[src/hw/rtl/pba_pkg.sv]
package pba_pkg;

    // Address layout: 4 KiB pages, 32 pages to a map word
    localparam int unsigned PAGE_BYTES = 4096;
    localparam int unsigned ADDR_W     = 32;
    localparam int unsigned PAGE_SHIFT = 12;
    localparam int unsigned WORD_SHIFT = 17;
    localparam int unsigned BIT_W      = 5;
    localparam int unsigned WORD_NUM_W = ADDR_W - WORD_SHIFT;
    localparam int unsigned SUM_NUM_W  = WORD_NUM_W - BIT_W;
    localparam int unsigned COUNT_W    = 21;

    localparam logic [31:0] FULL_WORD = 32'hffff_ffff;

    // Request codes
    localparam logic [1:0] OP_ALLOC = 2'd0;
    localparam logic [1:0] OP_FREE  = 2'd1;
    localparam logic [1:0] OP_MARK  = 2'd2;

    // Command queue between front and back
    localparam int unsigned QUEUE_DEPTH = 2;
    localparam int unsigned QUEUE_PTR_W = 1;
    localparam int unsigned QUEUE_CNT_W = 2;

    typedef enum logic [1:0] {
        K_NOP,
        K_ALLOC,
        K_FREE,
        K_MARK
    } t_kind;

    // Classified command: word range for alloc, word and bit for free/mark
    typedef struct packed {
        t_kind                   kind;
        logic [WORD_NUM_W-1:0]   lo;
        logic [WORD_NUM_W-1:0]   hi;
        logic [BIT_W-1:0]        bit_sel;
    } t_cmd;

    // Index of the lowest set bit, zero when none
    function automatic logic [BIT_W-1:0] first_one(input logic [31:0] v);
        logic [BIT_W-1:0] idx;
        idx = '0;
        for (int b = 31; b >= 0; b--) begin
            if (v[b]) begin
                idx = BIT_W'(b);
            end
        end
        return idx;
    endfunction

endpackage

[src/hw/rtl/pba_if.sv]
// Request channel
interface pba_in_if;
    logic                          valid;
    logic                          ready;
    logic [1:0]                    op;
    logic [pba_pkg::ADDR_W-1:0]    page_address;
    logic [pba_pkg::ADDR_W-1:0]    range_lower;
    logic [pba_pkg::ADDR_W-1:0]    range_upper;

    modport source (output valid, output op, output page_address,
                    output range_lower, output range_upper, input ready);
    modport sink   (input valid, input op, input page_address,
                    input range_lower, input range_upper, output ready);
endinterface


[src/hw/rtl/pba_front.sv]
module pba_front #(
    parameter int unsigned MAP_WORDS = 32768
) (
    pba_in_if.sink          i_in,
    input  logic            i_clearing,
    input  logic            i_queue_full,
    output logic            o_push,
    output pba_pkg::t_cmd   o_cmd
);

    localparam logic [pba_pkg::WORD_NUM_W-1:0] LAST_WORD =
        pba_pkg::WORD_NUM_W'(MAP_WORDS - 1);

    logic [pba_pkg::WORD_NUM_W-1:0] lo_word;
    logic [pba_pkg::WORD_NUM_W-1:0] hi_raw;
    logic [pba_pkg::WORD_NUM_W-1:0] hi_word;
    logic [pba_pkg::WORD_NUM_W-1:0] page_word;
    logic                           page_in_map;

    // Word numbers from byte addresses, upper bound clipped to the map
    assign lo_word     = i_in.range_lower[pba_pkg::ADDR_W-1:pba_pkg::WORD_SHIFT];
    assign hi_raw      = i_in.range_upper[pba_pkg::ADDR_W-1:pba_pkg::WORD_SHIFT];
    assign hi_word     = (hi_raw > LAST_WORD) ? LAST_WORD : hi_raw;
    assign page_word   = i_in.page_address[pba_pkg::ADDR_W-1:pba_pkg::WORD_SHIFT];
    assign page_in_map = (page_word <= LAST_WORD);

    // Classify: empty ranges, off-map pages and unused codes become no-ops
    always_comb begin
        o_cmd.kind    = pba_pkg::K_NOP;
        o_cmd.lo      = lo_word;
        o_cmd.hi      = hi_word;
        o_cmd.bit_sel = i_in.page_address[pba_pkg::WORD_SHIFT-1:pba_pkg::PAGE_SHIFT];
        case (i_in.op)
            pba_pkg::OP_ALLOC: begin
                if (lo_word <= hi_word) begin
                    o_cmd.kind = pba_pkg::K_ALLOC;
                end
            end
            pba_pkg::OP_FREE: begin
                o_cmd.lo = page_word;
                if (page_in_map) begin
                    o_cmd.kind = pba_pkg::K_FREE;
                end
            end
            pba_pkg::OP_MARK: begin
                o_cmd.lo = page_word;
                if (page_in_map) begin
                    o_cmd.kind = pba_pkg::K_MARK;
                end
            end
            default: begin
                o_cmd.kind = pba_pkg::K_NOP;
            end
        endcase
    end

    // Handshake: hold off while the queue is full or the map is being initialised
    assign i_in.ready = !i_queue_full && !i_clearing;
    assign o_push     = i_in.valid && i_in.ready;

endmodule

[src/flat_wrapper.sv]
// flat-port wrapper written by rule: the top's interface ports become plain ports
module pba_front_flat 
#(
    parameter int unsigned MAP_WORDS = 32768
)
  (i_clearing, i_queue_full, o_push, o_cmd, i_in_valid, i_in_op, i_in_page_address, i_in_range_lower, i_in_range_upper, i_in_ready);
  pba_in_if i_in_i ();
  input  logic i_clearing;
  input  logic i_queue_full;
  output logic o_push;
  output pba_pkg::t_cmd o_cmd;
  input wire logic [$bits(i_in_i.valid)-1:0] i_in_valid;
  input wire logic [$bits(i_in_i.op)-1:0] i_in_op;
  input wire logic [$bits(i_in_i.page_address)-1:0] i_in_page_address;
  input wire logic [$bits(i_in_i.range_lower)-1:0] i_in_range_lower;
  input wire logic [$bits(i_in_i.range_upper)-1:0] i_in_range_upper;
  output wire logic [$bits(i_in_i.ready)-1:0] i_in_ready;
  assign i_in_i.valid = i_in_valid;
  assign i_in_i.op = i_in_op;
  assign i_in_i.page_address = i_in_page_address;
  assign i_in_i.range_lower = i_in_range_lower;
  assign i_in_i.range_upper = i_in_range_upper;
  assign i_in_ready = i_in_i.ready;
  pba_front #(.MAP_WORDS(MAP_WORDS)) u_core (.i_in(i_in_i), .i_clearing(i_clearing), .i_queue_full(i_queue_full), .o_push(o_push), .o_cmd(o_cmd));
endmodule
[config.mk]
export PLATFORM = sky130hd
export DESIGN_NAME = pba_front_flat
export DESIGN_NICKNAME = d
export VERILOG_FILES = /design/src/hw/rtl/pba_pkg.sv /design/src/hw/rtl/pba_if.sv /design/src/hw/rtl/pba_front.sv /design/src/flat_wrapper.sv
export SDC_FILE = /design/constraint.sdc
export NUM_CORES = 1
export LEC_CHECK = 0
export ABC_AREA = 1
export ABC_CLOCK_PERIOD_IN_PS = 1400
export BUFFER_PORTS_ARGS = -buffer_cell sky130_fd_sc_hd__buf_2
export CORE_ASPECT_RATIO = 1.2
export CORE_MARGIN = 2
export CORE_UTILIZATION = 28
export DETAILED_ROUTE_END_ITERATION = 6
export PLACE_DENSITY = 0.84
export SYNTH_ARGS = -nofsm -noshare
export SYNTH_HDL_FRONTEND = slang
export SYNTH_SLANG_ARGS = --single-unit
[constraint.sdc]
create_clock -name vclk -period 1.4
set_input_delay 0.14 -clock vclk [all_inputs]
set_output_delay 0.14 -clock vclk [all_outputs]
set_load 0.1 [all_outputs]
==> results.yml, run 1 <==
run_status:
  status: "complete, but fails checks"
  violations: "setup timing"
cells_and_area:
  stdcell_area_um2: 1960
  nClkBuffers: 0
  nFlopsAndLatches: 0
  area_delta_synth_final_pct: 147
  register_area_um2: 0
  antenna_cells: 0
  nets: 320
  drive_gt1_share_pct: 80.8
  post-route-util_pct: 71.0
  final_common_cell: "buf_2"
  final_cell_mix: "50 x buf_2, 18 x buf_12, 16 x nand2_1, 14 x ha_4, 14 x buf_6"
placed_design:
  place_hpwl_um: 2370
  io_buffer_count: 84
  place_ws_ps: -254
  placed_cell_area_um2: 1700
  place.gp.congestion: 0.676
floorplan:
  die_w_um: 52.6
  top_level_ports: 140
  die-area_um2: 3280
  rows: 21
  die_h_um: 62.4
  core-area_um2: 2760
  initial_utilization_pct: 28.8
timing:
  fmax_ghz: 0.641
  finalCritPeriodShare_pct: 111
  setup_viol: 1
  worst_slack_ps: -160
  max_slew_margin_pct: 67.3
  hold_violations: 0
  min_period_ps: 1560
  tightestPinTransition_ps: 494
  rsz0062_at_grt: "yes"
  drv_slew: 0
drt:
  drt-initial-drc-count: 5
  drc: 0
  drt_wl_total_um: 2770
  avgViaCountPerCell: 4.47
  first_pass_iters: 2
  vias: 1038
  final_antenna_net_count: 0
  wl_per_cell_um: 11.9
power_and_ir_drop:
  p_comb_share_pct: 100.0
  power_density_nw_per_um2: 686
  p_sw_share_pct: 62.2
  power_frac_seq_pct: 0
  clkPwrFrac_pct: 0
  p_sw_uw: 836
  total_power_uw: 1340
  p_leak_uw: 0.00102
  ir_drop_mv: 0.550
  p_int_uw: 508
synth:
  synth_nets: 246
  synth_top_area_share_pct: 29.9
  synth.avg_cell_area_um2: 6.31
  synth_cell_type_count: 15
  synthCells: 126
  synth_area_leader_cell: "ha_1"
  netlist_top_cells_area: "ha_1 30%, mux2_2 20%, inv_1 13%"
  synth_warnings: 0
  synth_area_um2: 795
  synth-seq-area-share_pct: 0
global_routing:
  grt_usage_pct: 16.5
  grt_pass1_vias: 1076
  grt_pass1_wl_um: 4350
  grt_start_max_net_pins: 7
  antenna_found_initial: 0
  grt.overflow.total: 0
critical_path:
  cp-start-kind: "input port"
  crit_arrival_ps: 1420
  cp_max_fo: 2
  worstSetupEndpointType: "output port"
  path_class: "in2out"
  cp_data_required_time_ps: 1260
clock_network:
  ctsHoldBuffers: 0
min_path:
  min_path_type: "in2out"
flow_run:
  cap_violations: 0
[metal layers]
metal	wire [um]	track usage, %	vias up	share of wire [%]
li1	-	-	516	-
met1	991	16.7	466	36
met2	1440	33.0	54	52
met3	321	5.05	2	12
met4	12	0.641	0	0.43
met5	0	0	-	0
[power groups by stage]
stage	clock network (uW)	logic [uW]	registers (uW)
floorplan	0	880	0
global placement	0	1200	0
detailed placement	0	1210	0
CTS	0	1290	0
global route	0	1410	0
finish	0	1340	0
[synthesized netlist by cell type]
master / number
nor3b_1: 1
nand3_1: 2
o21ai_0: 1
buf_2: 1
inv_1: 28
clkbuf_1: 15
a21oi_1: 5
mux2_2: 14
nand2_1: 26
nor2_2: 2
buf_4: 6
a21oi_2: 1
nand4_1: 1
nor2_1: 4
ha_1: 19
[worst max-delay path, stage by stage]
cell	delay (ps)
buf_2	120
ha_4	270
nand2_4	40
nor2_4	100
inv_2	40
nor2_2	80
nand4_1	100
nand2_1	80
nand2_2	70
a21oi_4	180
buf_12	190
[cells by family (layout without fill, tap and decap cells)]
kind of cell,Yosys count,count (layout),synth area share [%]
buffers and inverters,50,122,26.6
AOI/OAI and AO/OA,7,7,4.88
adders and majority gates,19,19,29.9
and+or+nand+nor,36,36,18.7
muxes,14,14,19.8
[worst paths after layout]
kind,startpoint,endpoint,slack [ps],cells after the start
worst max-delay path,i_in_range_lower[28],o_cmd[35],-160,11
worst min-delay path,i_in_page_address[13],o_cmd[1],280,0
[metrics by stage]
| stage | hold slack [ps] | cells | setup TNS (ps) |
|---|---|---|---|
| 6_report | 280 | 232 | -160 |
| 5_1_grt | 280 | 232 | -255 |
| 4_1_cts | 281 | 231 | -140 |
| 3_5_place_dp | 281 | 231 | -946 |
| 3_3_place_gp | 281 | 231 | -873 |
| 2_1_floorplan | 390 | 126 | -1160 |
[area by class of cell]
type / instances / area, um2
timing repair buffer: 94 / 873
tap: 34 / 42.5
inverter: 28 / 145
fill: 216 / 800
multi-input combinational: 76 / 898
[what timing repair did]
action	CTS	global route
endpoints found under the setup margin	15	15
pin swaps	17	26
gates resized for setup	34	35
hold endpoints to repair	0	0
setup buffers	0	1
Power figures use the tool's default switching activity.
==> run 2: changes to the inputs <==
- MAX_ROUTING_LAYER: default -> met4
==> run 2 against run 1 <==
  * Via count stayed put
  * Sequential share of layout area stayed put
  * Worst setup slack hardly changed
  * Largest cell class unchanged
  * Utilization stayed put
  * Routed wire length is 0.11% lower
  * The flow still finishes with violations (setup timing)
  * Critical path type unchanged
  * Highest routed layer unchanged
==> results.yml, run 2 (synthesized netlist as in run 1, its figures left out) <==
run_status:
  status: "complete, but fails checks"
  violations: "setup timing"
timing:
  tightestPinTransition_ps: 494
  min_period_ps: 1560
  fmax_ghz: 0.641
  setup_viol: 1
  rsz0062_at_grt: "yes"
  worst_slack_ps: -160
  finalCritPeriodShare_pct: 111
  hold_violations: 0
  holdWs_ps: 280
  drv_slew: 0
  max_slew_margin_pct: 67.3
cells_and_area:
  fill_cells: 216
  nClkBuffers: 0
  final_common_cell: "buf_2"
  nets: 320
  nFlopsAndLatches: 0
  area_delta_synth_final_pct: 147
  stdcell_area_um2: 1960
  final_cell_mix: "50 x buf_2, 18 x buf_12, 16 x nand2_1, 14 x ha_4, 14 x buf_6"
  register_area_um2: 0
  drive_gt1_share_pct: 80.8
  antenna_cells: 0
power_and_ir_drop:
  power_density_nw_per_um2: 686
  ir_drop_mv: 0.551
  p_leak_uw: 0.00102
global_routing:
  grt_usage_pct: 17.0
  grt_start_max_net_pins: 7
  antenna_found_initial: 0
  grt_pass1_wl_um: 4350
  grt.overflow.total: 0
  grt_pass1_vias: 1076
critical_path:
  crit_arrival_ps: 1420
  critPathSlowestCell: "ha_4"
  path_class: "in2out"
  worstSetupEndpointType: "output port"
  cp_cell_sequence: "buf_2 > ha_4 > nand2_4 > nor2_4 > inv_2 > nor2_2 > nand4_1 > nand2_1 > nand2_2 > a21oi_4 > buf_12"
  cp_data_required_time_ps: 1260
  startpoint: "i_in_range_lower[28]"
  cpLargestDelayFamily: "simple AND/OR/NAND/NOR gates"
  critPathBufInv: 3
  slowest_delay_ps: 270
  cp-start-kind: "input port"
  cp_max_fo: 2
floorplan:
  top_level_ports: 140
  rows: 21
  die_w_um: 52.6
  die-area_um2: 3280
  initial_utilization_pct: 28.8
  core-area_um2: 2760
  die_h_um: 62.4
placed_design:
  place_hpwl_um: 2370
  place.gp.congestion: 0.683
  placed_cell_area_um2: 1700
  io_buffer_count: 84
drt:
  final_antenna_net_count: 0
  drt-initial-drc-count: 4
  avgViaCountPerCell: 4.47
  met1_length_um: 1030
  wl_per_cell_um: 11.9
  highest_layer: "met4"
  first_pass_iters: 2
  routed-wl-met2_um: 1440
  drt_wl_total_um: 2760
  drc: 0
  vias: 1038
  met3WireLength_um: 280
min_path:
  hold_path_startpoint: "i_in_page_address[13]"
  hold_end: "o_cmd[1]"
  min_path_cells: 0
  min_path_type: "in2out"
clock_network:
  ctsHoldBuffers: 0
flow_run:
  cap_violations: 0
## run 2: cell counts in the layout (fill, tap and decap cells not counted)
No cell type changed its count.
## run 2: worst max path at each step
stage | to | slack [ps] | depth (start not counted)
2_1_floorplan | o_cmd[20] | -350 | 5
3_3_place_gp | o_cmd[35] | -220 | 12
3_5_place_dp | o_cmd[35] | -250 | 12
4_1_cts | o_cmd[35] | -140 | 12
5_1_grt | o_cmd[35] | -240 | 12
6_report | o_cmd[35] | -160 | 11
## run 2: layout make-up
| cell class | count | area (um2) | share of cell area (%) |
|---|---|---|---|
| Tap cell | 34 | 42.5 | 2.17 |
| Timing Repair Buffer | 94 | 873 | 44.6 |
| Inverter | 28 | 145 | 7.41 |
| Multi-Input combinational cell | 76 | 898 | 45.8 |
## run 2: what timing repair did
| item | 4_1_cts | 5_1_grt |
|---|---|---|
| resized for setup | 34 | 35 |
| setup endpoints to repair | 15 | 15 |
| setup buffers | 0 | 1 |
| pin swaps | 17 | 26 |
## run 2: layer usage
metal	vias to the layer above	GRT usage [%]
li1	516	-
met4	0	0.641
met2	54	33.0
met3	2	3.37
met1	466	17.7
met5	-	-
## run 2: power breakdown
part	switching [uW]	internal [uW]	total (uW)
Clock	0	0	0
Combinational	836	508	1340
Sequential	0	0	0
## run 2: metrics by stage
step	util, %	cells	setup TNS, ps	setup WS, ps	total power, uW
after global placement	61.5	231	-873	-220	1200
after CTS	66.2	231	-140	-140	1290
after floorplan	-	126	-1160	-351	880
after detailed placement	61.5	231	-946	-254	1210
final	71.0	232	-160	-160	1340
after global routing	71.0	232	-256	-239	1410
