===== src/hw/rtl/pba_pkg.sv =====
package pba_pkg;

    // Address layout: 4 KiB pages, 32 pages to a map word
    localparam int unsigned PAGE_BYTES = 4096;
    localparam int unsigned ADDR_W     = 32;
    localparam int unsigned PAGE_SHIFT = 12;
    localparam int unsigned WORD_SHIFT = 17;
    localparam int unsigned BIT_W      = 5;
    localparam int unsigned WORD_NUM_W = ADDR_W - WORD_SHIFT;
    localparam int unsigned SUM_NUM_W  = WORD_NUM_W - BIT_W;
    localparam int unsigned COUNT_W    = 21;

    localparam logic [31:0] FULL_WORD = 32'hffff_ffff;

    // Request codes
    localparam logic [1:0] OP_ALLOC = 2'd0;
    localparam logic [1:0] OP_FREE  = 2'd1;
    localparam logic [1:0] OP_MARK  = 2'd2;

    // Command queue between front and back
    localparam int unsigned QUEUE_DEPTH = 2;
    localparam int unsigned QUEUE_PTR_W = 1;
    localparam int unsigned QUEUE_CNT_W = 2;

    typedef enum logic [1:0] {
        K_NOP,
        K_ALLOC,
        K_FREE,
        K_MARK
    } t_kind;

    // Classified command: word range for alloc, word and bit for free/mark
    typedef struct packed {
        t_kind                   kind;
        logic [WORD_NUM_W-1:0]   lo;
        logic [WORD_NUM_W-1:0]   hi;
        logic [BIT_W-1:0]        bit_sel;
    } t_cmd;

    // Index of the lowest set bit, zero when none
    function automatic logic [BIT_W-1:0] first_one(input logic [31:0] v);
        logic [BIT_W-1:0] idx;
        idx = '0;
        for (int b = 31; b >= 0; b--) begin
            if (v[b]) begin
                idx = BIT_W'(b);
            end
        end
        return idx;
    endfunction

endpackage


===== src/hw/rtl/pba_queue.sv =====
module pba_queue (
    input  logic            i_clk,
    input  logic            i_rst_n,
    input  logic            i_push,
    input  pba_pkg::t_cmd   i_cmd,
    input  logic            i_pop,
    output pba_pkg::t_cmd   o_cmd,
    output logic            o_empty,
    output logic            o_full
);

    pba_pkg::t_cmd                      r_slot [pba_pkg::QUEUE_DEPTH];
    logic [pba_pkg::QUEUE_PTR_W-1:0]    r_wr_ptr;
    logic [pba_pkg::QUEUE_PTR_W-1:0]    r_rd_ptr;
    logic [pba_pkg::QUEUE_CNT_W-1:0]    r_fill;

    assign o_empty = (r_fill == '0);
    assign o_full  = (r_fill == pba_pkg::QUEUE_CNT_W'(pba_pkg::QUEUE_DEPTH));
    assign o_cmd   = r_slot[r_rd_ptr];

    // Slot storage
    always_ff @(posedge i_clk) begin
        if (i_push) begin
            r_slot[r_wr_ptr] <= i_cmd;
        end
    end

    // Pointers wrap naturally, depth is a power of two
    always_ff @(posedge i_clk) begin
        if (!i_rst_n) begin
            r_wr_ptr <= '0;
            r_rd_ptr <= '0;
            r_fill   <= '0;
        end else begin
            if (i_push) begin
                r_wr_ptr <= r_wr_ptr + 1'b1;
            end
            if (i_pop) begin
                r_rd_ptr <= r_rd_ptr + 1'b1;
            end
            case ({i_push, i_pop})
                2'b10:   r_fill <= r_fill + 1'b1;
                2'b01:   r_fill <= r_fill - 1'b1;
                default: r_fill <= r_fill;
            endcase
        end
    end

`ifndef SYNTH
    a_no_push_full: assert property (@(posedge i_clk) disable iff (!i_rst_n)
        i_push |-> !o_full)
        else $error("command pushed into full queue");
    a_no_pop_empty: assert property (@(posedge i_clk) disable iff (!i_rst_n)
        i_pop |-> !o_empty)
        else $error("command popped from empty queue");
    a_fill_bound: assert property (@(posedge i_clk) disable iff (!i_rst_n)
        r_fill <= pba_pkg::QUEUE_CNT_W'(pba_pkg::QUEUE_DEPTH))
        else $error("queue fill beyond its depth");
`endif

endmodule


===== config.mk =====
export PLATFORM = sky130hd
export DESIGN_NAME = pba_queue
export DESIGN_NICKNAME = d
export VERILOG_FILES = /design/src/hw/rtl/pba_pkg.sv /design/src/hw/rtl/pba_queue.sv
export SDC_FILE = /design/constraint.sdc
export NUM_CORES = 1
export LEC_CHECK = 0
export ABC_CLOCK_PERIOD_IN_PS = 2400
export BUFFER_PORTS_ARGS = -buffer_cell sky130_fd_sc_hd__buf_2
export CORE_AREA = 2 2 98 72
export DETAILED_ROUTE_END_ITERATION = 12
export DIE_AREA = 0 0 100 74
export GPL_ROUTABILITY_DRIVEN = 0
export PLACE_DENSITY = 0.84
export SKIP_LAST_GASP = 1
export SLEW_MARGIN = 5
export SYNTH_ARGS = -nofsm -noshare
export SYNTH_HDL_FRONTEND = slang
export SYNTH_SLANG_ARGS = --single-unit

===== constraint.sdc =====
create_clock -name i_clk -period 2.4 [get_ports i_clk]
set_input_delay 0.36 -clock i_clk [delete_from_list [all_inputs] [get_ports i_clk]]
set_output_delay 0.36 -clock i_clk [all_outputs]
set_load 0.02 [all_outputs]

==> metrics.md, run 1 <==
| Metric | Value |
|---|---|
| RSZ-0062 raised after global routing | `no` |
| CP startpoint kind | `flip-flop` |
| Slew Viols, Final | `0` |
| Pin count of the biggest net entering global routing | `39` |
| HP Start | `i_cmd[18]` |
| Routed WL | `about 4800 µm` |
| Final setup viols | `0` |
| Vias/cell | `4.785` |
| Clock skew | `~0.0061 ns` |
| Clock share of power | `36.2%` |
| Avg Inst Size Synth | `approximately 21 µm²` |
| Synth area leaders | `edfxtp_1, mux2_2, dfxtp_1` |
| Slowest Stage Delay on Critical Path | `around 0.63 ns` |
| Number of flops mapped to enable cells by yosys | `between 70 and 80` |
| Final Hold Viols | `0` |
| Via count | `1488` |
| Crit path DAT | `about 1.7 ns` |
| Pwr per Cell Area | `~850 nW/µm²` |
| Syn_nets | `between 150 and 200` |
| Hold path cells | `1` |
| Number of global-route vias before repair | `between 1500 and 2000` |
| Die area | `roughly 7400 µm²` |
| Critical Path RT | `slightly above 2 ns` |
| Starting Density | `between 40% and 50%` |
| Psw | `between 0.0006 and 0.0007 W` |
| Total grt overflow | `0` |
| Leading area contributor after synthesis | `edfxtp_1` |
| Reg-to-reg slack, setup | `0.82 ns` |
| Fin Setup TNS | `0 ns` |
| Share of flip-flops with an asynchronous set or reset | `0%` |
| Total global-route track usage | `around 14%` |
| Register share of total power | `approximately 52%` |
| R2r endpoint | `r_slot[1][19]$_DFFE_PP_` |
| Die Wd | `~100 µm` |
| Hold EP | `r_slot[0][18]$_DFFE_PP_` |
| Number of remaining DRC errors | `0` |
| IO Count | `80` |
| Reg2Reg Depth | `2` |
| R2R Path Start | `r_wr_ptr$_SDFFE_PN0P_` |
| Tmin final | `between 2 and 2.5 ns` |
| Maximum vdd drop | `431.7 µV` |
| CTS resizes | `0` |
| Seq/Total Area, Yosys | `roughly four fifths` |
| Critical-path maximum fanout | `20` |
| CP max-delay cell | `dfxtp_2` |
| Core Rows | `25` |
| Clock slew at the register clock pins of the worst setup and hold paths | `around 0.070 ns` |
| Max H-tree Level | `3` |
| Cell count after synthesis | `~140` |
| Crit. End Element | `output pin` |
| Routed wire length per instance | `15.38 µm` |
| Share of cells above drive strength 1 | `about 60%` |
| Slew @ Worst Pin | `0.5072 ns` |
| Top_reg_cell synth | `edfxtp_1` |
| Initial antenna violation count | `0` |
| Hold crit path type | `in -> reg` |
| Pint | `between 0.002 and 0.0025 W` |
| Final nets | `~270` |
| CTS tree | `done` |
| Combinational share of power | `11.6%` |
| Tcrit/Tclk final | `86.77%` |
| Leakage power | `~1.4 nW` |
| # diodes | `0` |
| Netlist Area Pre-Place | `between 2000 and 3000 µm²` |
| Core area | `between 6000 and 7000 µm²` |
| Post-route cell area | `about 3600 µm²` |
| Clk Tree Root Cell | `clkbuf_8` |
| Num CTS Buffers | `9` |
| Ys Warns | `0` |
| Top-count cell post-synth | `edfxtp_1` |
| Initial DRC count | `41` |
| Worst path bufs/invs | `2` |
| Synth top area share | `77.08%` |
| Max-Slew Margin vs Limit | `66.19%` |
| PortBufs | `79` |
| Max Freq | `slightly below 500 MHz` |
| Cell Chain, Critical Path | `buf_12, mux2_2, buf_2` |
| Max Cap Viol | `0` |
| Flops & latches, synth | `a little under 80` |
| Hold_buf cts | `0` |
| Area Growth Syn to Fin | `25.95%` |
| Cell variety after synth | `17` |
| Switching part of the total | `21.77%` |
| Area post-placement | `about 3400 µm²` |
| Clock Path Buffers | `2` |
| Die H | `between 70 and 80 µm` |
| First drt pass iteration count | `3` |
| Post-DRT Antenna Nets | `0` |
| CP delay by family, top | `flip-flops` |
| First-pass GRT wire length | `7458 µm` |
| Setup Buffers After CTS | `0` |
| Setup CP Type | `reg -> out` |
| Status | `complete, no violations` |
| Post-synth top cells | `edfxtp_1, mux2_2, dfxtp_1` |
| Clock Sinks | `just under 80` |
| Later-pin clock latency in the skew report | `0.34 ns` |
[power groups by stage]
| stage | Sequential [W] | Combinational, W | Clock (W) |
|---|---|---|---|
| 2_1_floorplan | 0.00163 | 0.000243 | 0 |
| 4_1_cts | 0.00162 | 0.000364 | 0.00116 |
| 3_5_place_dp | 0.00165 | 0.000362 | 0 |
| 3_3_place_gp | 0.00165 | 0.000357 | 0 |
| 6_report | 0.00162 | 0.000359 | 0.00112 |
| 5_1_grt | 0.00163 | 0.000386 | 0.00122 |
[registers in the layout, indices dropped and copies added, names as in the netlist, named ones only]
signal and flops:
r_fill 2, r_rd_ptr 1, r_slot 74, r_wr_ptr 1
[how the worst max path moves through the flow]
stage | endpoint | slack, ns | cells after the start
detailed placement | o_cmd[2] | 0.63 | 3
global route | o_cmd[2] | 0.19 | 3
finish | o_cmd[2] | 0.32 | 3
CTS | o_cmd[2] | 0.25 | 3
global placement | o_cmd[18] | 0.66 | 3
floorplan | r_slot[0][0]$_DFFE_PP_ | 0.61 | 2
[routing by layer]
metal | wire length [µm] | up-vias | track usage, %
li1 | - | 708 | -
met1 | 1969 | 716 | 15.82
met2 | 2322 | 58 | 23.12
met3 | 448 | 6 | 8.271
met4 | 44 | 0 | 3.653
met5 | 0 | - | 0
[cells in the final DEF (no fill, tap or decap), types with 2 or more instances in the layout]
cell type	n
buf_2	79
mux2_2	37
and2_1	3
edfxtp_1	74
dfxtp_1	4
buf_4	2
clkinvlp_4	2
clkbuf_8	9
bufinv_16	3
xnor2_1	2
[logic make-up (layout without fill, tap and decap cells)]
kind of cell | Yosys count | after routing | synth area share (%)
multiplexers | 37 | 37 | 14.45
buffers and inverters | 5 | 98 | 1.085
XOR/XNOR | 3 | 3 | 0.9116
AND/OR/NAND/NOR | 9 | 9 | 1.867
AO/OA/AOI/OAI | 3 | 3 | 0.6945
flip-flops | 79 | 79 | 80.56
adder cells (fa/ha/maj) | 1 | 1 | 0.4340
[metrics by stage]
step	hold WS (ns)	power, W	setup WS, ns	util (%)	std cells
after floorplan	0.4589	0.001876	0.6079	-	137
after global placement	0.4850	0.002006	0.6566	52.21	296
after detailed placement	0.5172	0.002017	0.6315	52.21	296
after CTS	0.1831	0.003149	0.2488	55.81	311
after global routing	0.1712	0.003237	0.1908	55.81	311
final	0.2073	0.003104	0.3175	55.81	311
[worst reg2reg max path: cells and delay by family, from the launching register on]
family | cells | cell delay [ns]
and+or+nand+nor | 1 | 0.50
buffers and inverters | 1 | 0.38
DFF | 1 | 0.39
[area by class of cell]
class	count	area [µm²]
timing repair buffer	82	430.4
multi-input combinational	53	538.0
sequential	79	2323
fill	526	2875
tap	81	101.3
clock inverter	6	110.1
clock buffer	9	123.9
inverter	1	3.754
No activity file was read; power rests on OpenSTA's default activity.
==> run 2: changes to the inputs <==
ABC_AREA = 1   (was default)
CORE_AREA = 2 2 100 73   (was 2 2 98 72)
DIE_AREA = 0 0 102 75   (was 0 0 100 74)
PLACE_DENSITY = 0.85   (was 0.84)
==> run 2 against run 1 <==
  * Die area up 3.4%
  * Non-clock buffer count unchanged
  * Wire length is 3.6% higher
  * First-iteration DRC count is 17% higher
  * Via count is 4.2% higher
  * Hold slack lost 0.0031 ns
  * Critical path depth is the same
  * Sequential cell count stayed put
  * Maximum frequency is 5.2% higher
  * Worst setup slack better by 0.10 ns
  * Synthesized cell count is 9.5% higher
  * Sequential power about the same
  * Largest cell class unchanged
==> metrics.md, run 2 <==
| Metric | Value |
|---|---|
| Synth area leaders | `edfxtp_1, mux2_4, dfxtp_1` |
| Post-DRT Antenna Nets | `0 (unchanged)` |
| Share of flip-flops with an asynchronous set or reset | `0% (unchanged)` |
| CP startpoint kind | `flip-flop` |
| Number of remaining DRC errors | `0 (unchanged)` |
| Clock Path Buffers | `2 (unchanged)` |
| Clock Sinks | `79 (unchanged)` |
| Total global-route track usage | `13.95% (-0.044 points)` |
| Number of global-route vias before repair | `1559 (+0.26%)` |
| Max H-tree Level | `3 (unchanged)` |
| Leading cell type in the layout, fill and taps excluded | `buf_2` |
| Pwr per Cell Area | `745.7 nW/µm² (-13%)` |
| Core area | `6631 µm² (+1.9%)` |
| Final setup viols | `0 (unchanged)` |
| Top_reg_cell synth | `edfxtp_1` |
| Later-pin clock latency in the skew report | `0.34 ns (about the same)` |
| Maximum vdd drop | `395.2 µV (-8.4%)` |
| Max FFs per register | `74 (unchanged)` |
| Area Growth Syn to Fin | `21.71%` |
| Fin Setup TNS | `0 ns (unchanged)` |
| Via count | `1550 (+4.2%)` |
| PortBufs | `79 (unchanged)` |
| CTS tree | `done` |
| First drt pass iteration count | `4 (+1)` |
| Netlist Area Pre-Place | `3049 µm² (+5.8%)` |
| Die H | `75 µm (+1.4%)` |
| Biggest regs | `r_slot (74), r_fill (2)` |
| Critical-path maximum fanout | `30 (+50%)` |
| First-pass GRT wire length | `7458 µm (unchanged)` |
| Final nets | `281 (+4.9%)` |
| Hold path cells | `1 (unchanged)` |
| Starting Density | `45.98% (+1.7 points)` |
| Flops & latches, synth | `79 (unchanged)` |
| Crit path DAT | `1.62 ns (-0.10 ns)` |
| Vias/cell | `4.613 (-3.6%)` |
| Clock slew at the register clock pins of the worst setup and hold paths | `0.08 ns (about the same)` |
| Die area | `7650 µm² (+3.4%)` |
| Initial antenna violation count | `0 (unchanged)` |
| Synth top area share | `72.88% (-4.2 points)` |
| Seq/Total Area, Yosys | `76.16% (-4.4 points)` |
| Hold_buf cts | `0 (unchanged)` |
| Avg Inst Size Synth | `20.33 µm² (-3.4%)` |
| Num CTS Buffers | `9 (unchanged)` |
| RSZ-0062 raised after global routing | `no` |
| Routed WL | `4958 µm (+3.6%)` |
| R2R Path Start | `r_wr_ptr$_SDFFE_PN0P_` |
| Max-Slew Margin vs Limit | `59.72% (-6.5 points)` |
| Initial DRC count | `48 (+17%)` |
| Routed wire length per instance | `14.76 µm (-4.1%)` |
| Tcrit/Tclk final | `82.45% (-4.3 points)` |
| Commonest cells after routing, fill and taps aside | `buf_2, edfxtp_1, mux2_4` |
| HP Start | `i_cmd[2]` |
| Area post-placement | `3560 µm² (+4.8%)` |
| Clock skew | `0.006373 ns (+0.0002317 ns)` |
| Critical Path RT | `2.04 ns (about the same)` |
| CTS resizes | `0 (unchanged)` |
| Max Freq | `505.4 MHz (+5.2%)` |
| Final Hold Viols | `0 (unchanged)` |
| Pin count of the biggest net entering global routing | `31 (-21%)` |
| Total grt overflow | `0 (unchanged)` |
| Number of flops mapped to enable cells by yosys | `74 (unchanged)` |
| Post-synth top cells | `edfxtp_1, mux2_4, nor2_1` |
| Ys Warns | `0 (unchanged)` |
| Syn_nets | `192 (+7.3%)` |
| Tmin final | `1.979 ns (-0.1037 ns)` |
| CP max-delay cell | `dfxtp_2` |
| # diodes | `0 (unchanged)` |
| Post-route cell area | `3711 µm² (+2.2%)` |
| Crit. End Element | `output pin` |
| Max Cap Viol | `0 (unchanged)` |
| Cell count after synthesis | `150 (+9.5%)` |
| Slew Viols, Final | `0 (unchanged)` |
| Largest Register | `r_slot` |
| Cell variety after synth | `13 (-4)` |
| Setup CP Type | `reg -> out` |
| Final HPWL DP | `3425 µm` |
| Die Wd | `102 µm (+2.0%)` |
| Core Rows | `25 (unchanged)` |
| Leakage power | `1.494 nW (+9.1%)` |
| Slew @ Worst Pin | `0.6027 ns (+0.09552 ns)` |
| Cell Chain, Critical Path | `buf_12, mux2_2, buf_2` |
| Status | `complete, no violations` |
| Slowest Stage Delay on Critical Path | `0.48 ns (-0.15 ns)` |
| IO Count | `80 (unchanged)` |
| Hold crit path type | `in -> reg` |
| Reg2Reg Depth | `2 (unchanged)` |
| Share of cells above drive strength 1 | `55.79% (-4.2 points)` |
| Setup Buffers After CTS | `0 (unchanged)` |
| Leading area contributor after synthesis | `edfxtp_1` |
| Top-count cell post-synth | `edfxtp_1` |
| Clk Tree Root Cell | `clkbuf_8` |
run 2: cell count changes after synthesis, sizes merged:
cell    previous run  this run
nor2               2        12
nand2              0         8
inv                1         6
and2               4         0
xnor2              2         0
a21boi             1         0
a21oi              0         1
and2b              1         0
nand4              0         1
nor2b              1         0
o21a               1         0
or3                1         0
xor2               1         0
run 2: logic make-up (layout without fill, tap and decap cells):
| kind of cell | count (synthesis) | in the layout | synth area share, % |
|---|---|---|---|
| buffers and inverters | 10 | 102 | 3.078 |
| adders and majority gates | 1 | 1 | 0.4103 |
| and+or+nand+nor | 21 | 21 | 2.667 |
| AOI/OAI and AO/OA | 2 | 2 | 0.3280 |
| muxes | 37 | 37 | 17.36 |
| DFF | 79 | 79 | 76.16 |
run 2: worst max-delay path: cells and delay by family, from the launching register on:
family,cells,cell delay [ns]
DFF,1,0.48
muxes,1,0.36
buffers and inverters,2,0.43
run 2: layer usage:
layer	track usage [%]	vias to the layer above	routed length [µm]
li1	-	739	-
met1	14.87	737	1982
met2	23.98	65	2484
met3	8.078	9	439
met4	4.000	0	52
met5	0	-	0
run 2: final cells by class:
type / count / area [µm²]
clock inverter: 5 / 27.53
inverter: 6 / 22.52
tap: 94 / 117.6
multi-input combinational: 61 / 640.6
sequential: 79 / 2323
timing repair buffer: 82 / 455.4
fill: 555 / 2920
clock buffer: 9 / 123.9
run 2: metrics by stage:
| step | worst slack, ns | instances | util, % | power [W] | hold slack (ns) |
|---|---|---|---|---|---|
| 2_1_floorplan | 0.6269 | 150 | - | 0.001894 | 0.4589 |
| 3_3_place_gp | 0.7741 | 322 | 53.68 | 0.002004 | 0.4761 |
| 3_5_place_dp | 0.7585 | 322 | 53.68 | 0.002019 | 0.5080 |
| 4_1_cts | 0.3714 | 336 | 55.96 | 0.002811 | 0.1853 |
| 5_1_grt | 0.3238 | 336 | 55.96 | 0.002905 | 0.1706 |
| 6_report | 0.4212 | 336 | 55.96 | 0.002767 | 0.2042 |
run 2: worst paths after layout:
kind | end | slack (ns)
worst max-delay path | o_cmd[19] | 0.42
worst min-delay path | r_slot[0][2]$_DFFE_PP_ | 0.20
worst max register to register | r_slot[0][25]$_DFFE_PP_ | 1.01
worst min register to register | flip-flop | 0.51
run 2: report_power, final:
| part | switching (W) | internal [W] |
|---|---|---|
| registers | 0.0000269 | 0.00159 |
| clock network | 0.000431 | 0.000356 |
| logic | 0.000198 | 0.000167 |
==> run 3: changes to the inputs <==
ABC_CLOCK_PERIOD_IN_PS = 1900   (was 2400)
CORE_AREA = 2 2 95 70   (was 2 2 100 73)
DIE_AREA = 0 0 97 72   (was 0 0 102 75)
PLACE_DENSITY = 0.88   (was 0.85)
clock period = 1.9 ns   (was 2.4 ns; I/O delays follow)
==> run 3 against run 2 <==
  * Hold slack got worse by 0.073 ns
  * Clock power rose by 59%
  * Sequential share of layout area is 0.75 points lower
  * Combinational power grew 27%
  * Non-clock buffer count rose by 2
  * Cell count fell by 3.9%
  * Global-route usage increased by 0.33 points
  * Via count fell by 1.2%
==> metrics.md, run 3 (synthesis gave the netlist of run 2 again) <==
| Metric | Value |
|---|---|
| Status | `complete, no violations` |
| Via count | `1531 (-1.2%)` |
| Leading cell type in the layout, fill and taps excluded | `buf_2` |
| Hold crit path type | `in -> reg` |
| CP startpoint kind | `flip-flop` |
| Final setup viols | `0 (unchanged)` |
| Share of cells above drive strength 1 | `55.51% (-0.27 points)` |
| Slowest Stage Delay on Critical Path | `0.37 ns (-0.11 ns)` |
| Largest Register | `r_slot` |
| Pwr per Cell Area | `999.4 nW/µm² (+34%)` |
| Combinational share of power | `12.4% (-0.8 points)` |
| Max-Slew Margin vs Limit | `80.32% (+21 points)` |
| Psw | `0.0008081 W (+23%)` |
| Clk Tree Root Cell | `clkbuf_8` |
| Total global-route track usage | `14.28% (+0.33 points)` |
| Routed wire length per instance | `14.38 µm (-2.5%)` |
| CTS tree | `done` |
| Die H | `72 µm (-4.0%)` |
| Starting Density | `50.52% (+4.5 points)` |
| Leakage power | `1.527 nW (+2.2%)` |
| Core area | `6036 µm² (-9.0%)` |
| Slew @ Worst Pin | `0.2952 ns (-0.3075 ns)` |
| Vias/cell | `4.740 (+2.7%)` |
| Final Hold Viols | `0 (unchanged)` |
| # diodes | `0 (unchanged)` |
| Pin count of the biggest net entering global routing | `38 (+23%)` |
| Routed WL | `4645 µm (-6.3%)` |
| CTS resizes | `0 (unchanged)` |
| Initial antenna violation count | `0 (unchanged)` |
| PortBufs | `79 (unchanged)` |
| Hold_buf cts | `0 (unchanged)` |
| Number of remaining DRC errors | `0 (unchanged)` |
| Maximum vdd drop | `504.4 µV (+28%)` |
| RSZ-0062 raised after global routing | `no` |
| Worst path bufs/invs | `2 (unchanged)` |
| Clock Path Buffers | `2 (unchanged)` |
| Switching part of the total | `21.53% (-2.2 points)` |
| # fillers | `464 (-16%)` |
| Post-DRT Antenna Nets | `0 (unchanged)` |
| Pint | `0.002946 W (+40%)` |
| CP max-delay cell | `dfxtp_2` |
| Clock Sinks | `79 (unchanged)` |
| CP delay by family, top | `flip-flops` |
| Later-pin clock latency in the skew report | `0.34 ns (about the same)` |
| Slew Viols, Final | `0 (unchanged)` |
| Number of global-route vias before repair | `1568 (+0.58%)` |
| Final nets | `283 (+0.71%)` |
| Design Power | `0.003754 W (+36%)` |
| Num CTS Buffers | `9 (unchanged)` |
| Biggest regs | `r_slot (74), r_fill (2)` |
| Max FFs per register | `74 (unchanged)` |
| Commonest cells after routing, fill and taps aside | `buf_2, edfxtp_1, mux2_4` |
| Die Wd | `97 µm (-4.9%)` |
| Area Growth Syn to Fin | `23.18%` |
| Crit. End Element | `output pin` |
| Cell Chain, Critical Path | `buf_12, mux2_2, buf_2` |
| IO Count | `80 (unchanged)` |
| Setup Buffers After CTS | `0 (unchanged)` |
| Max Cap Viol | `0 (unchanged)` |
| Tmin final | `approximately 1.7 ns` |
| First-pass GRT wire length | `7196 µm (-3.5%)` |
| Critical Path RT | `1.62 ns (-0.42 ns)` |
| Initial DRC count | `70 (+46%)` |
| Clock skew | `0.004294 ns (-0.002079 ns)` |
| Fin Setup TNS | `0 ns (unchanged)` |
| Tcrit/Tclk final | `between 80 and 90%` |
| Crit path DAT | `1.40 ns (-0.22 ns)` |
| Max Freq | `593.3 MHz` |
| Register area | `2323 µm² (unchanged)` |
| Critical-path maximum fanout | `18 (-40%)` |
| Setup CP Type | `reg -> out` |
| Register share of total power | `54.3% (-4.1 points)` |
| Core Rows | `24 (-4.0%)` |
| First drt pass iteration count | `4 (unchanged)` |
| Multi-input gate area | `640.6 µm² (unchanged)` |
| Die area | `6984 µm² (-8.7%)` |
| Total grt overflow | `0 (unchanged)` |
| Clock slew at the register clock pins of the worst setup and hold paths | `0.07 ns (about the same)` |
| Clock share of power | `33.3% (+4.9 points)` |
| Final HPWL DP | `3097 µm (-9.6%)` |
| Max H-tree Level | `3 (unchanged)` |
## run 3: cell types whose count changed in the layout (fill, tap and decap cells not counted)
cell        before  now
clkbuf_1         0    1
bufinv_16        0    2
clkinvlp_4       1    0
clkinv_1         0    1
clkinv_2         4    2
buf_4            0    2
## run 3: final timing paths
path,endpoint,start,slack [ns],cells after the start
max reg2reg,r_slot[1][15]$_DFFE_PP_,r_wr_ptr$_SDFFE_PN0P_,0.76,3
min reg2reg,r_rd_ptr$_SDFFE_PN0P_,r_rd_ptr$_SDFFE_PN0P_,0.52,2
min,r_slot[0][5]$_DFFE_PP_,i_cmd[5],0.13,1
max,o_cmd[31],flip-flop,0.21,3
## run 3: per-stage QoR
stage,cells,area (µm²),setup WS (ns),hold slack (ns),utilization [%]
finish,323,3756,0.2145,0.1314,62.23
global route,323,3756,0.1390,0.1073,62.23
CTS,323,3756,0.1748,0.1102,62.23
detailed placement,308,3555,0.5595,0.4770,58.89
global placement,308,3555,0.5660,0.4721,58.89
floorplan,150,3052,0.1909,0.3839,-
## run 3: power groups by stage
stage	logic [W]	registers (W)	clock network, W
CTS	0.000474	0.00204	0.00129
global route	0.000504	0.00205	0.00135
global placement	0.000463	0.00207	0
detailed placement	0.000471	0.00208	0
finish	0.000465	0.00204	0.00125
floorplan	0.000325	0.00207	0
## run 3: layout make-up
class	instances	share of cell area [%]
inverters	6	0.5996
multi-input cells	61	17.06
well taps	78	2.598
flip-flops and latches	79	61.86
clock buffers	10	3.398
repair buffers	84	12.52
clock inverters	5	1.965
## run 3: routing by layer
| layer | routed length (µm) | global-route usage [%] | vias to the layer above |
|---|---|---|---|
| li1 | - | - | 742 |
| met1 | 1877 | 15.33 | 721 |
| met2 | 2337 | 24.46 | 62 |
| met3 | 362 | 6.455 | 6 |
| met4 | 68 | 7.042 | 0 |
| met5 | 0 | 0 | - |
